## src/rtl/gbss_pkg.sv

```systemverilog
package gbss_pkg;

    typedef struct packed {
        logic [7:0] in_byte;
        logic       last_byte;
    } in_item_t;

    typedef struct packed {
        logic [1:0]  record_kind;
        logic [15:0] pos_x;
        logic [15:0] pos_y;
        logic [15:0] width;
        logic [15:0] height;
        logic [7:0]  info_byte;
        logic        flag_bit;
        logic [15:0] word_value;
        logic [7:0]  index_value;
        logic [15:0] frame_total;
        logic [7:0]  aspect_ratio;
        logic        run_end;
    } out_item_t;

    typedef struct packed {
        logic      has_a;
        logic      has_b;
        out_item_t rec_a;
        out_item_t rec_b;
    } rec_pair_t;

    localparam logic [1:0] KIND_HEADER = 2'd0;
    localparam logic [1:0] KIND_FRAME  = 2'd1;
    localparam logic [1:0] KIND_OK     = 2'd2;
    localparam logic [1:0] KIND_ERROR  = 2'd3;

    localparam logic [7:0] BYTE_EXT     = 8'h21;
    localparam logic [7:0] BYTE_IMAGE   = 8'h2c;
    localparam logic [7:0] BYTE_TRAILER = 8'h3b;
    localparam logic [7:0] LABEL_GCE    = 8'hf9;
    localparam logic [7:0] LABEL_COMM   = 8'hfe;
    localparam logic [7:0] LABEL_PTEXT  = 8'h01;
    localparam logic [7:0] LABEL_APP    = 8'hff;
    localparam logic [15:0] MIN_LENGTH_RESET = 16'd381;
    localparam logic [4:0] MATCH_OFF = 5'd31;

    function automatic logic [7:0] sig_byte(input logic [3:0] i);
        case (i)
            4'd0: sig_byte = 8'h47;
            4'd1: sig_byte = 8'h49;
            4'd2: sig_byte = 8'h46;
            4'd3: sig_byte = 8'h38;
            4'd4: sig_byte = 8'h39;
            4'd5: sig_byte = 8'h61;
            default: sig_byte = 8'h00;
        endcase
    endfunction

    function automatic logic [7:0] loop_byte(input logic [4:0] i);
        case (i)
            5'd0: loop_byte = 8'h0b;
            5'd1: loop_byte = 8'h4e;
            5'd2: loop_byte = 8'h45;
            5'd3: loop_byte = 8'h54;
            5'd4: loop_byte = 8'h53;
            5'd5: loop_byte = 8'h43;
            5'd6: loop_byte = 8'h41;
            5'd7: loop_byte = 8'h50;
            5'd8: loop_byte = 8'h45;
            5'd9: loop_byte = 8'h32;
            5'd10: loop_byte = 8'h2e;
            5'd11: loop_byte = 8'h30;
            5'd12: loop_byte = 8'h03;
            5'd13: loop_byte = 8'h01;
            default: loop_byte = 8'h00;
        endcase
    endfunction

endpackage

```

## src/rtl/gbss_parser.sv

```systemverilog
module gbss_parser
    import gbss_pkg::*;
(
    input  logic        clk,
    input  logic        rst_n,
    input  logic [15:0] min_length,
    input  logic        item_valid,
    output logic        item_ready,
    input  in_item_t    item,
    output logic        pair_valid,
    input  logic        pair_ready,
    output rec_pair_t   pair
);

    typedef enum logic [4:0] {
        PH_SIG, PH_SCREEN, PH_GTABLE, PH_TOP, PH_LABEL, PH_GCE_LEN, PH_GCE_DATA,
        PH_GCE_SKIP, PH_APP_LEN, PH_APP_SKIP, PH_IMG, PH_LTABLE, PH_LZW_MIN,
        PH_LZW_LEN, PH_LZW_SKIP, PH_DONE
    } phase_t;

    phase_t      phase_reg, phase_next;
    logic [3:0]  fc_reg, fc_next;
    logic [9:0]  skip_reg, skip_next;
    logic [63:0] wh_reg, wh_next;
    logic [7:0]  ph_reg, ph_next;
    logic        ca_reg, ca_next;
    logic [7:0]  cp_reg, cp_next;
    logic [15:0] cd_reg, cd_next;
    logic [7:0]  ct_reg, ct_next;
    logic        lf_reg, lf_next;
    logic [15:0] lv_reg, lv_next;
    logic [4:0]  am_reg, am_next;
    logic        se_reg, se_next;
    logic [15:0] fcnt_reg, fcnt_next;
    logic [15:0] bc_reg, bc_next;
    rec_pair_t   pair_reg, pair_next;
    logic        pv_reg;

    logic [7:0]  b;
    logic        go;
    logic [10:0] tbl_len;

    assign item_ready = !pv_reg || pair_ready;
    assign go         = item_valid && item_ready;
    assign pair_valid = pv_reg;
    assign pair       = pair_reg;
    assign b          = item.in_byte;

    always_comb
    begin
        phase_next = phase_reg;
        fc_next    = fc_reg;
        skip_next  = skip_reg;
        wh_next    = wh_reg;
        ph_next    = ph_reg;
        ca_next    = ca_reg;
        cp_next    = cp_reg;
        cd_next    = cd_reg;
        ct_next    = ct_reg;
        lf_next    = lf_reg;
        lv_next    = lv_reg;
        am_next    = am_reg;
        se_next    = se_reg;
        fcnt_next  = fcnt_reg;
        bc_next    = (bc_reg != 16'hffff) ? bc_reg + 16'd1 : bc_reg;
        pair_next  = '0;
        tbl_len    = '0;

        if (phase_reg == PH_APP_LEN || phase_reg == PH_APP_SKIP)
        begin
            if (am_reg < 5'd14)
                am_next = (b == loop_byte(am_reg)) ? am_reg + 5'd1 : MATCH_OFF;
            else if (am_reg == 5'd14)
            begin
                ph_next = b;
                am_next = 5'd15;
            end
            else if (am_reg == 5'd15)
            begin
                lv_next = {b, ph_reg};
                lf_next = 1'b1;
                am_next = MATCH_OFF;
            end
        end

        case (phase_reg)
            PH_SIG:
            begin
                if (fc_reg > 4'd5 || b != sig_byte(fc_reg))
                begin
                    se_next = 1'b1;
                    phase_next = PH_DONE;
                end
                else if (fc_reg == 4'd5)
                begin
                    fc_next = '0;
                    wh_next = '0;
                    phase_next = PH_SCREEN;
                end
                else
                    fc_next = fc_reg + 4'd1;
            end
            PH_SCREEN:
            begin
                if (fc_reg < 4'd4)
                begin
                    wh_next[8*fc_reg[1:0] +: 8] = b;
                    fc_next = fc_reg + 4'd1;
                end
                else if (fc_reg == 4'd4)
                begin
                    ph_next = b;
                    fc_next = fc_reg + 4'd1;
                end
                else if (fc_reg == 4'd5)
                begin
                    wh_next[39:32] = b;
                    fc_next = fc_reg + 4'd1;
                end
                else
                begin
                    pair_next.has_a = 1'b1;
                    pair_next.rec_a.record_kind = KIND_HEADER;
                    pair_next.rec_a.width = wh_reg[15:0];
                    pair_next.rec_a.height = wh_reg[31:16];
                    pair_next.rec_a.info_byte = ph_reg;
                    pair_next.rec_a.index_value = wh_reg[39:32];
                    pair_next.rec_a.frame_total = fcnt_reg;
                    pair_next.rec_a.aspect_ratio = b;
                    fc_next = '0;
                    if (ph_reg[7])
                    begin
                        tbl_len = 11'd3 << ({1'b0, ph_reg[2:0]} + 4'd1);
                        skip_next = tbl_len[9:0];
                        phase_next = PH_GTABLE;
                    end
                    else
                        phase_next = PH_TOP;
                end
            end
            PH_GTABLE, PH_GCE_SKIP, PH_APP_SKIP, PH_LTABLE, PH_LZW_SKIP:
            begin
                skip_next = (skip_reg != '0) ? skip_reg - 10'd1 : skip_reg;
                if (skip_next == '0)
                begin
                    case (phase_reg)
                        PH_GTABLE:   phase_next = PH_TOP;
                        PH_GCE_SKIP: phase_next = PH_GCE_LEN;
                        PH_APP_SKIP: phase_next = PH_APP_LEN;
                        PH_LTABLE:   phase_next = PH_LZW_MIN;
                        default:     phase_next = PH_LZW_LEN;
                    endcase
                end
            end
            PH_TOP:
            begin
                if (b == BYTE_EXT)
                    phase_next = PH_LABEL;
                else if (b == BYTE_IMAGE)
                begin
                    phase_next = PH_IMG;
                    fc_next = '0;
                    wh_next = '0;
                end
                else if (b == BYTE_TRAILER)
                    phase_next = PH_DONE;
                else if (b != 8'h00)
                    se_next = 1'b1;
            end
            PH_LABEL:
            begin
                if (b == LABEL_GCE)
                    phase_next = PH_GCE_LEN;
                else if (b == LABEL_COMM || b == LABEL_PTEXT || b == LABEL_APP)
                begin
                    am_next = lf_reg ? MATCH_OFF : 5'd0;
                    phase_next = PH_APP_LEN;
                end
                else
                    phase_next = PH_TOP;
            end
            PH_GCE_LEN:
            begin
                if (b == 8'd0)
                    phase_next = PH_TOP;
                else if (b == 8'd4)
                begin
                    ca_next = 1'b1;
                    fc_next = '0;
                    phase_next = PH_GCE_DATA;
                end
                else
                begin
                    skip_next = {2'b00, b};
                    phase_next = PH_GCE_SKIP;
                end
            end
            PH_GCE_DATA:
            begin
                case (fc_reg)
                    4'd0:    cp_next = {3'b000, b[4:0]};
                    4'd1:    cd_next[7:0] = b;
                    4'd2:    cd_next[15:8] = b;
                    default: ct_next = b;
                endcase
                if (fc_reg >= 4'd3)
                begin
                    fc_next = '0;
                    phase_next = PH_GCE_LEN;
                end
                else
                    fc_next = fc_reg + 4'd1;
            end
            PH_APP_LEN:
            begin
                if (b == 8'd0)
                begin
                    am_next = MATCH_OFF;
                    phase_next = PH_TOP;
                end
                else
                begin
                    skip_next = {2'b00, b};
                    phase_next = PH_APP_SKIP;
                end
            end
            PH_IMG:
            begin
                if (fc_reg < 4'd8)
                begin
                    wh_next[8*fc_reg[2:0] +: 8] = b;
                    fc_next = fc_reg + 4'd1;
                end
                else
                begin
                    fc_next = '0;
                    if (b[7])
                    begin
                        tbl_len = 11'd3 << ({1'b0, b[2:0]} + 4'd1);
                        skip_next = tbl_len[9:0];
                        phase_next = PH_LTABLE;
                    end
                    else
                        phase_next = PH_LZW_MIN;
                end
            end
            PH_LZW_MIN: phase_next = PH_LZW_LEN;
            PH_LZW_LEN:
            begin
                if (b == 8'd0)
                begin
                    if (fcnt_reg != 16'hffff)
                        fcnt_next = fcnt_reg + 16'd1;
                    pair_next.has_a = 1'b1;
                    pair_next.rec_a.record_kind = KIND_FRAME;
                    pair_next.rec_a.pos_x = wh_reg[15:0];
                    pair_next.rec_a.pos_y = wh_reg[31:16];
                    pair_next.rec_a.width = wh_reg[47:32];
                    pair_next.rec_a.height = wh_reg[63:48];
                    pair_next.rec_a.frame_total = fcnt_next;
                    if (ca_reg)
                    begin
                        pair_next.rec_a.info_byte = cp_reg;
                        pair_next.rec_a.flag_bit = 1'b1;
                        pair_next.rec_a.word_value = cd_reg;
                        pair_next.rec_a.index_value = ct_reg;
                    end
                    ca_next = 1'b0;
                    phase_next = PH_TOP;
                end
                else
                begin
                    skip_next = {2'b00, b};
                    phase_next = PH_LZW_SKIP;
                end
            end
            default: ;
        endcase

        if (item.last_byte)
        begin
            pair_next.has_b = 1'b1;
            pair_next.rec_b.record_kind =
                (se_next || bc_next < min_length || phase_next == PH_SIG ||
                 phase_next == PH_SCREEN) ? KIND_ERROR : KIND_OK;
            pair_next.rec_b.flag_bit = lf_next;
            pair_next.rec_b.word_value = lv_next;
            pair_next.rec_b.frame_total = fcnt_next;
            pair_next.rec_b.run_end = 1'b1;
        end
        else
            pair_next.rec_a.run_end = 1'b1;
    end

    always_ff @(posedge clk or negedge rst_n)
    begin
        if (!rst_n)
        begin
            phase_reg <= PH_SIG;
            fc_reg    <= '0;
            skip_reg  <= '0;
            wh_reg    <= '0;
            ph_reg    <= '0;
            ca_reg    <= 1'b0;
            cp_reg    <= '0;
            cd_reg    <= '0;
            ct_reg    <= '0;
            lf_reg    <= 1'b0;
            lv_reg    <= '0;
            am_reg    <= '0;
            se_reg    <= 1'b0;
            fcnt_reg  <= '0;
            bc_reg    <= '0;
            pv_reg    <= 1'b0;
            pair_reg  <= '0;
        end
        else
        begin
            if (go)
            begin
                pv_reg   <= pair_next.has_a || pair_next.has_b;
                pair_reg <= pair_next;
                if (item.last_byte)
                begin
                    phase_reg <= PH_SIG;
                    fc_reg    <= '0;
                    skip_reg  <= '0;
                    wh_reg    <= '0;
                    ph_reg    <= '0;
                    ca_reg    <= 1'b0;
                    cp_reg    <= '0;
                    cd_reg    <= '0;
                    ct_reg    <= '0;
                    lf_reg    <= 1'b0;
                    lv_reg    <= '0;
                    am_reg    <= '0;
                    se_reg    <= 1'b0;
                    fcnt_reg  <= '0;
                    bc_reg    <= '0;
                end
                else
                begin
                    phase_reg <= phase_next;
                    fc_reg    <= fc_next;
                    skip_reg  <= skip_next;
                    wh_reg    <= wh_next;
                    ph_reg    <= ph_next;
                    ca_reg    <= ca_next;
                    cp_reg    <= cp_next;
                    cd_reg    <= cd_next;
                    ct_reg    <= ct_next;
                    lf_reg    <= lf_next;
                    lv_reg    <= lv_next;
                    am_reg    <= am_next;
                    se_reg    <= se_next;
                    fcnt_reg  <= fcnt_next;
                    bc_reg    <= bc_next;
                end
            end
            else if (pair_ready)
                pv_reg <= 1'b0;
        end
    end

endmodule

```

## src/rtl/gbss_emitter.sv

```systemverilog
module gbss_emitter
    import gbss_pkg::*;
(
    input  logic      clk,
    input  logic      rst_n,
    input  logic      pair_valid,
    output logic      pair_ready,
    input  rec_pair_t pair,
    output logic      out_valid,
    input  logic      out_ready,
    output out_item_t out_item
);

    localparam int Depth = 2;

    rec_pair_t  q_mem [Depth];
    logic [1:0] cnt_reg;
    logic       wp_reg, rp_reg;
    logic       sub_reg;
    logic       push, pop, done;
    rec_pair_t  head;

    assign head       = q_mem[rp_reg];
    assign pair_ready = cnt_reg != 2'd2;
    assign push       = pair_valid && pair_ready;
    assign out_valid  = cnt_reg != 2'd0;
    assign out_item   = (sub_reg || !head.has_a) ? head.rec_b : head.rec_a;

    always_comb
    begin
        done = out_valid && out_ready &&
               (sub_reg || !head.has_a || !head.has_b);
    end
    assign pop = done;

    always_ff @(posedge clk)
    begin
        if (push)
            q_mem[wp_reg] <= pair;
    end

    always_ff @(posedge clk or negedge rst_n)
    begin
        if (!rst_n)
        begin
            cnt_reg <= '0;
            wp_reg  <= 1'b0;
            rp_reg  <= 1'b0;
            sub_reg <= 1'b0;
        end
        else
        begin
            if (push)
                wp_reg <= !wp_reg;
            if (pop)
            begin
                rp_reg  <= !rp_reg;
                sub_reg <= 1'b0;
            end
            else if (out_valid && out_ready)
                sub_reg <= 1'b1;
            cnt_reg <= cnt_reg + {1'b0, push} - {1'b0, pop};
        end
    end

endmodule

```

## src/rtl/gif_block_structure_scanner.sv

```systemverilog
// channel  | signals                        | payload
// input    | in_valid / in_ready            | in_item  (in_item_t)
// output   | out_valid / out_ready          | out_item (out_item_t)
// config   | min_length_we                  | min_length_wdata
// one byte per cycle unless the output stalls; a byte that yields two records
// holds its queue entry until the one-record-per-cycle output port takes both
// parser registers records the cycle after the byte; two-entry queue to output
// rst_n clears all but queue storage asynchronously, min_length resets to 381
// output stalls back up through the queue into in_ready
module gif_block_structure_scanner
    import gbss_pkg::*;
(
    input  logic        clk,
    input  logic        rst_n,
    input  logic        in_valid,
    output logic        in_ready,
    input  in_item_t    in_item,
    output logic        out_valid,
    input  logic        out_ready,
    output out_item_t   out_item,
    input  logic        min_length_we,
    input  logic [15:0] min_length_wdata
);

    logic [15:0] min_length_reg;
    logic        pair_valid, pair_ready;
    rec_pair_t   pair;

    always_ff @(posedge clk or negedge rst_n)
    begin
        if (!rst_n)
            min_length_reg <= MIN_LENGTH_RESET;
        else if (min_length_we)
            min_length_reg <= min_length_wdata;
    end

    gbss_parser u_parser (
        .clk        (clk),
        .rst_n      (rst_n),
        .min_length (min_length_reg),
        .item_valid (in_valid),
        .item_ready (in_ready),
        .item       (in_item),
        .pair_valid (pair_valid),
        .pair_ready (pair_ready),
        .pair       (pair)
    );

    gbss_emitter u_emitter (
        .clk        (clk),
        .rst_n      (rst_n),
        .pair_valid (pair_valid),
        .pair_ready (pair_ready),
        .pair       (pair),
        .out_valid  (out_valid),
        .out_ready  (out_ready),
        .out_item   (out_item)
    );

endmodule

```

## config.mk

```make
export PLATFORM = sky130hd
export DESIGN_NAME = gif_block_structure_scanner
export DESIGN_NICKNAME = d
export VERILOG_FILES = /design/src/rtl/gbss_pkg.sv /design/src/rtl/gbss_parser.sv /design/src/rtl/gbss_emitter.sv /design/src/rtl/gif_block_structure_scanner.sv
export SDC_FILE = /design/constraint.sdc
export NUM_CORES = 1
export LEC_CHECK = 0
export BUFFER_PORTS_ARGS = -buffer_cell sky130_fd_sc_hd__buf_2
export CAP_MARGIN = 40
export CORE_UTILIZATION = 45
export DETAILED_ROUTE_END_ITERATION = 7
export SYNTH_ARGS = -nofsm -noshare
export SYNTH_HDL_FRONTEND = slang
export SYNTH_SLANG_ARGS = --single-unit
```

## constraint.sdc

```tcl
create_clock -name clk -period 9.4 [get_ports clk]
set_input_delay 1.41 -clock clk [delete_from_list [all_inputs] [get_ports clk]]
set_output_delay 1.41 -clock clk [all_outputs]
set_load 0.02 [all_outputs]
```

# After elaboration in Yosys (flattened, before gate mapping)

Memories as Yosys holds them, arrays and structs flattened.
Index checks and enable logic that the tools add are counted.

Add/subtract/negate cells: 11
$mul: 0
Divide/modulo/power cells: 0
Order comparisons: 6
Eq/ne operators: 55
Shift operators: 6
Muxes and demuxes: 154
Bitwise gates (word level): 0
Reductions and logical operators: 50

Operators with widths:

| operator                | count |
|---|---|
| $mux 64                 | 6 |
| $pmux 64 s4             | 1 |
| $mux 16                 | 14 |
| $mux 8                  | 23 |
| $mux 32                 | 5 |
| $bwmux 64               | 2 |
| $shift 8x34->64 const A | 2 |
| $shiftx 8x34->64        | 2 |
| $mux 124                | 1 |
| $mux 40                 | 3 |
| $mux 5                  | 24 |
| $mux 114                | 1 |
| $mux 10                 | 11 |
| $pmux 40 s2             | 1 |
| $mux 4                  | 15 |
| $pmux 5 s11             | 1 |
| $pmux 10 s5             | 1 |
| $pmux 24 s2             | 1 |
| $eq 5x4->1 const B      | 9 |
| $pmux 7 s6              | 1 |
| $mux 17                 | 2 |
| $neg 5->34              | 1 |
| $neg 6->34              | 1 |
| $mux 33                 | 1 |
| other kinds (64)        | 153 |

Bits in registers: 362
Bits in latches: 0
Memory bits (writable): 324
Bits in read-only memories: 112
Bits of input ports: 30
Output and inout bits: 126
Logic and storage cells: 325
Memories kept: 2

Memory list:

| name            | depth | width | read ports | clocked after Yosys merged registers in | write ports | line               | source |
|---|---|---|---|---|---|---|---|
| u_emitter.q_mem | 2     | 162   | 1          | 0                                       | 1           | gbss_emitter.sv:16 | `rec_pair_t q_mem [Depth];` |
| (no name shown) | 16    | 7     | 1          | 0                                       | 0           | gbss_pkg.sv:58     | `case (i)` |

# Longest topological paths before layout

Depth in word-level cells: 12
Gate-level depth with buffers: 15
Gate-level depth less buffers: 14

# Cells and area by module

A second synthesis with hierarchy kept.

Cell total of the unflattened synthesis: 2916
Area total of the unflattened synthesis: 38264.2 um^2

By module, submodules not included:

| module                      | times used | cells an instance | area an instance (um^2) | seq. area each (um^2) |
|---|---|---|---|---|
| gbss_parser                 | 1          | 2192              | 19235.9                 | 8408.1 |
| gbss_emitter                | 1          | 690               | 18370.1                 | 15139.5 |
| gif_block_structure_scanner | 1          | 34                | 658.1                   | 409.1 |

# Worst setup path before layout

No wires, ideal clock.

Path type: register to register
Start: register u_emitter.cnt_reg[1]
End: memory u_emitter.q_mem[0][100] (netlist name) (enable)
Library setup time: 0.680 ns
Arrival: 7.160 ns
Data required time: 8.720 ns
Setup slack: 1.560 ns
Cell stages (with the launch flop): 4
Buffers on the path: 0
Clock period less this slack: 7.840 ns
Path through: dfrtp_1 nand2_1 nand2_1 nor2_1

Word-level cells in the longest chain between the ends: 4

RTL lines:

| item                         | line               | source |
|---|---|---|
| start: declaration           | gbss_emitter.sv:17 | `logic [1:0] cnt_reg;` |
| start signal: assignment     | gbss_emitter.sv:62 | `cnt_reg <= cnt_reg + {1'b0, push} - {1'b0, pop};` |
| $ne 2x2->1                   | gbss_emitter.sv:24 | `assign pair_ready = cnt_reg != 2'd2;` |
| $logic_and 1x1->1            | gbss_emitter.sv:25 | `assign push = pair_valid && pair_ready;` |
| $mux 1                       | gbss_emitter.sv:38 | `if (push)` |
| $mux 1 (not written as such) | gbss_emitter.sv:39 | `q_mem[wp_reg] <= pair;` |
| end: declaration             | gbss_emitter.sv:16 |  |

No other way between the ends.

==> flow_metrics.env <==
export IMPL_syn_area_per_cell_sq_um=11.24
export IMPL_vias=22140
export IMPL_io_pins=156
export IMPL_routed_wl_mm=79.81
export IMPL_grt_pass1_vias=21770
export IMPL_slew_viol_final=0
export IMPL_synthDistinctLibCells=88
export IMPL_synth_area_leaders="edfxtp_1 31%, dfrtp_1 28%, nand2_1 4.7%"
export IMPL_postCtsSetupBuffers=0
export IMPL_initial_core_util_pct=45.87
export IMPL_status="complete, no violations"
export IMPL_numClockSinks=675
export IMPL_routabilityCongestion=0.8989
export IMPL_power_density_mw_per_mm2=269.6
export IMPL_power_internal_w=0.006108
export IMPL_synth_compound_area_share_pct=14.31
export IMPL_wl_per_cell_um=21.16
export IMPL_drv_cap=0
export IMPL_io_buffers=155
export IMPL_ctsHoldBuffers=0
export IMPL_arrival_ns=3.23
export IMPL_synth_main_ff_cell="dfrtp_1"
export IMPL_drive_above_1_share_pct=13.66
export IMPL_crit_fanout=103
export IMPL_cts_made_buffers=73
export IMPL_grt_usage_pct=22.93
export IMPL_hold_viol=0
export IMPL_ys_seq_area_share_pct=59.60
export IMPL_min_path_type="reg2reg"
export IMPL_fp_dieW_um=264.6
export IMPL_nets=2908
export IMPL_synth_top_area_share_pct=30.78
export IMPL_tightestPinTransition_ns=1.037
export IMPL_die_h_um=264.6
export IMPL_tritoncts="built"
export IMPL_max_freq_mhz=215.5
export IMPL_hpwl_mm=51.62
export IMPL_whs_ns=0.4629
export IMPL_viasPerCell=5.869
export IMPL_rsz0062_at_grt="false"
export IMPL_p_sw_w=0.003322
export IMPL_antenna_found_initial=0
export IMPL_core_sq_mm=0.06763
export IMPL_irDropWorstVdd_uv=297.8
export IMPL_endpoint_kind="primary output"
export IMPL_synth_top_family_by_area="compound AO/OA/AOI/OAI gates"
export IMPL_period_share_pct=49.36
export IMPL_dieArea_sq_mm=0.06999
export IMPL_clock_latency_ns=0.62
export IMPL_worstSetupPathType="reg2out"
export IMPL_grt_max_degree=157
export IMPL_seqCellArea_sq_mm=0.01850
export IMPL_cts_htree_levels=3
export IMPL_cts_buffer_depth=3
export IMPL_final_common_cell="nand2_1"
export IMPL_grt_pass1_wl_mm=126.6
export IMPL_netlist_instances=2761
export IMPL_fin_crit_ns=4.640
export IMPL_postSynth_asyncResetShare_pct=52.89
export IMPL_synth_top_area_cell="edfxtp_1"
export IMPL_p_leak_nw=14.55
export IMPL_dr_first_iter_drc_count=1933
export IMPL_synthMuxAreaShare_pct=7.389
export IMPL_ant_nets=0
export IMPL_ctsResizeCount=0
export IMPL_startpoint_type="register"
export IMPL_row_count=95
export IMPL_netlist_area_sq_mm=0.03102
export IMPL_remaining_drc_errors=0
export IMPL_seqPwrFrac_pct=39.6
export IMPL_n_fill_cell=5942
export IMPL_crit_required_ns=7.99
export IMPL_synth_edff_count=318
export IMPL_p_clk_share_pct=29.4
export IMPL_yosysWarnings=0
export IMPL_synthesis_nets=2831
export IMPL_fin_skew_ns=0.01861
export IMPL_synthXorXnorAreaFrac_pct=1.073
export IMPL_finalSetupViolCount=0
export IMPL_p_sw_share_pct=35.23
export IMPL_dr_pass1_iters=5
export IMPL_synth_adder_area_share_pct=1.613
export IMPL_combinationalPowerShare_pct=31.1
export IMPL_area_growth_pct=12.74
export IMPL_yosys_area_share_simple_pct=12.70
export IMPL_cts_root_buf="clkbuf_16"
export IMPL_layout_common_cells="390 x nand2_1, 349 x dfrtp_1, 318 x edfxtp_1"
export IMPL_grt_overflow_total=0
export IMPL_insertedDiodeCount=0
export IMPL_finalSetupTns_ns=0
export IMPL_multi_input_area_sq_mm=0.01156
export IMPL_yosys_register_bits=675
export IMPL_clk_pin_slew_ns=0.06
export IMPL_slew_headroom_pct=30.84
export IMPL_largest_reg_flops=318
power by group through the flow:
| stage | Clock, W | Sequential, W | Combinational [W] |
|---|---|---|---|
| after CTS | 0.00283 | 0.00373 | 0.00295 |
| final | 0.00277 | 0.00373 | 0.00293 |
| after global placement | 0 | 0.00378 | 0.00289 |
| after detailed placement | 0 | 0.00379 | 0.00295 |
| after global routing | 0.00295 | 0.00377 | 0.00318 |
| after floorplan | 0 | 0.00371 | 0.00214 |
final timing paths:
check	from	endpoint	slack, ns	depth (start not counted)
worst min register to register	u_parser.pair[24]	u_emitter.q_mem[1][16]	0.46	0
worst max register to register	u_parser.bc_reg[9]	u_parser.pair[122]	5.14	14
min in group asynchronous	rst_n	u_parser.pair[43]	0.76	1
worst max-delay path	u_emitter.rp_reg	out_item[43]	4.76	5
worst min-delay path	u_parser.pair[24]	u_emitter.q_mem[1][16]	0.46	0
max in group asynchronous	rst_n	u_parser.pair[190]	7.31	2
stage by stage:
step                      cells  area [sq um]  setup slack [ns]  power, W  utilization (%)
final                      3772         34980             4.760  0.009430            51.71
after global routing       3772         34980             4.609  0.009905            51.71
after CTS                  3771         34970             4.698  0.009512            51.71
after detailed placement   3635         32650             4.236  0.006736            48.28
after global placement     3625         32500             4.364  0.006660            48.06
after floorplan            2761         31020             1.560  0.005842                -
kinds of logic (layout without fill, tap and decap cells):
logic type / after synthesis / in the layout
simple gates: 864 / 864
flops: 675 / 675
xor+xnor: 38 / 38
compound gates: 693 / 693
buf+inv: 267 / 405
fa+ha+maj: 40 / 40
mux: 184 / 184
cell usage after synthesis (11+ instances only):
| cell type | count |
|---|---|
| a21oi_1 | 120 |
| and3_1 | 16 |
| o22a_1 | 17 |
| nand4_1 | 17 |
| nand3_1 | 80 |
| and2_1 | 12 |
| ha_1 | 40 |
| nor3_1 | 38 |
| o21ai_0 | 251 |
| buf_1 | 29 |
| nor2_1 | 184 |
| buf_2 | 13 |
| o31ai_1 | 28 |
| a31oi_1 | 11 |
| inv_1 | 65 |
| clkbuf_1 | 158 |
| a22o_1 | 65 |
| or3_1 | 11 |
| mux4_2 | 35 |
| o22ai_1 | 19 |
| dfrtp_1 | 350 |
| nand2_1 | 391 |
| nor2b_1 | 26 |
| xnor2_1 | 26 |
| nand2b_1 | 18 |
| nor4_1 | 11 |
| mux2i_1 | 139 |
| edfxtp_1 | 318 |
| a22oi_1 | 71 |
| xor2_1 | 12 |
worst max-delay path, cell delays in order, from the launching register on:
cell	delay, ns
dfrtp_4	0.67
mux2i_1	0.34
or2_4	0.45
buf_12	0.34
mux4_2	0.42
buf_2	0.18
per-layer routing:
metal | share of wire, % | GRT usage [%] | up-vias
li1 | - | - | 10270
met1 | 44 | 31.54 | 11120
met2 | 49 | 37.86 | 637
met3 | 4.9 | 3.131 | 110
met4 | 2.3 | 6.898 | 0
met5 | 0 | 0 | -
final cells by class:
cell class              instances  share of cell area, %
clock inverters                31                 0.7369
flip-flops and latches        675                  52.88
inverters                      66                 0.7083
multi-input cells            1819                  33.04
well taps                     873                  3.123
repair buffers                203                  3.624
clock buffers                 105                  5.888
No activity file was read; power rests on OpenSTA's default activity.
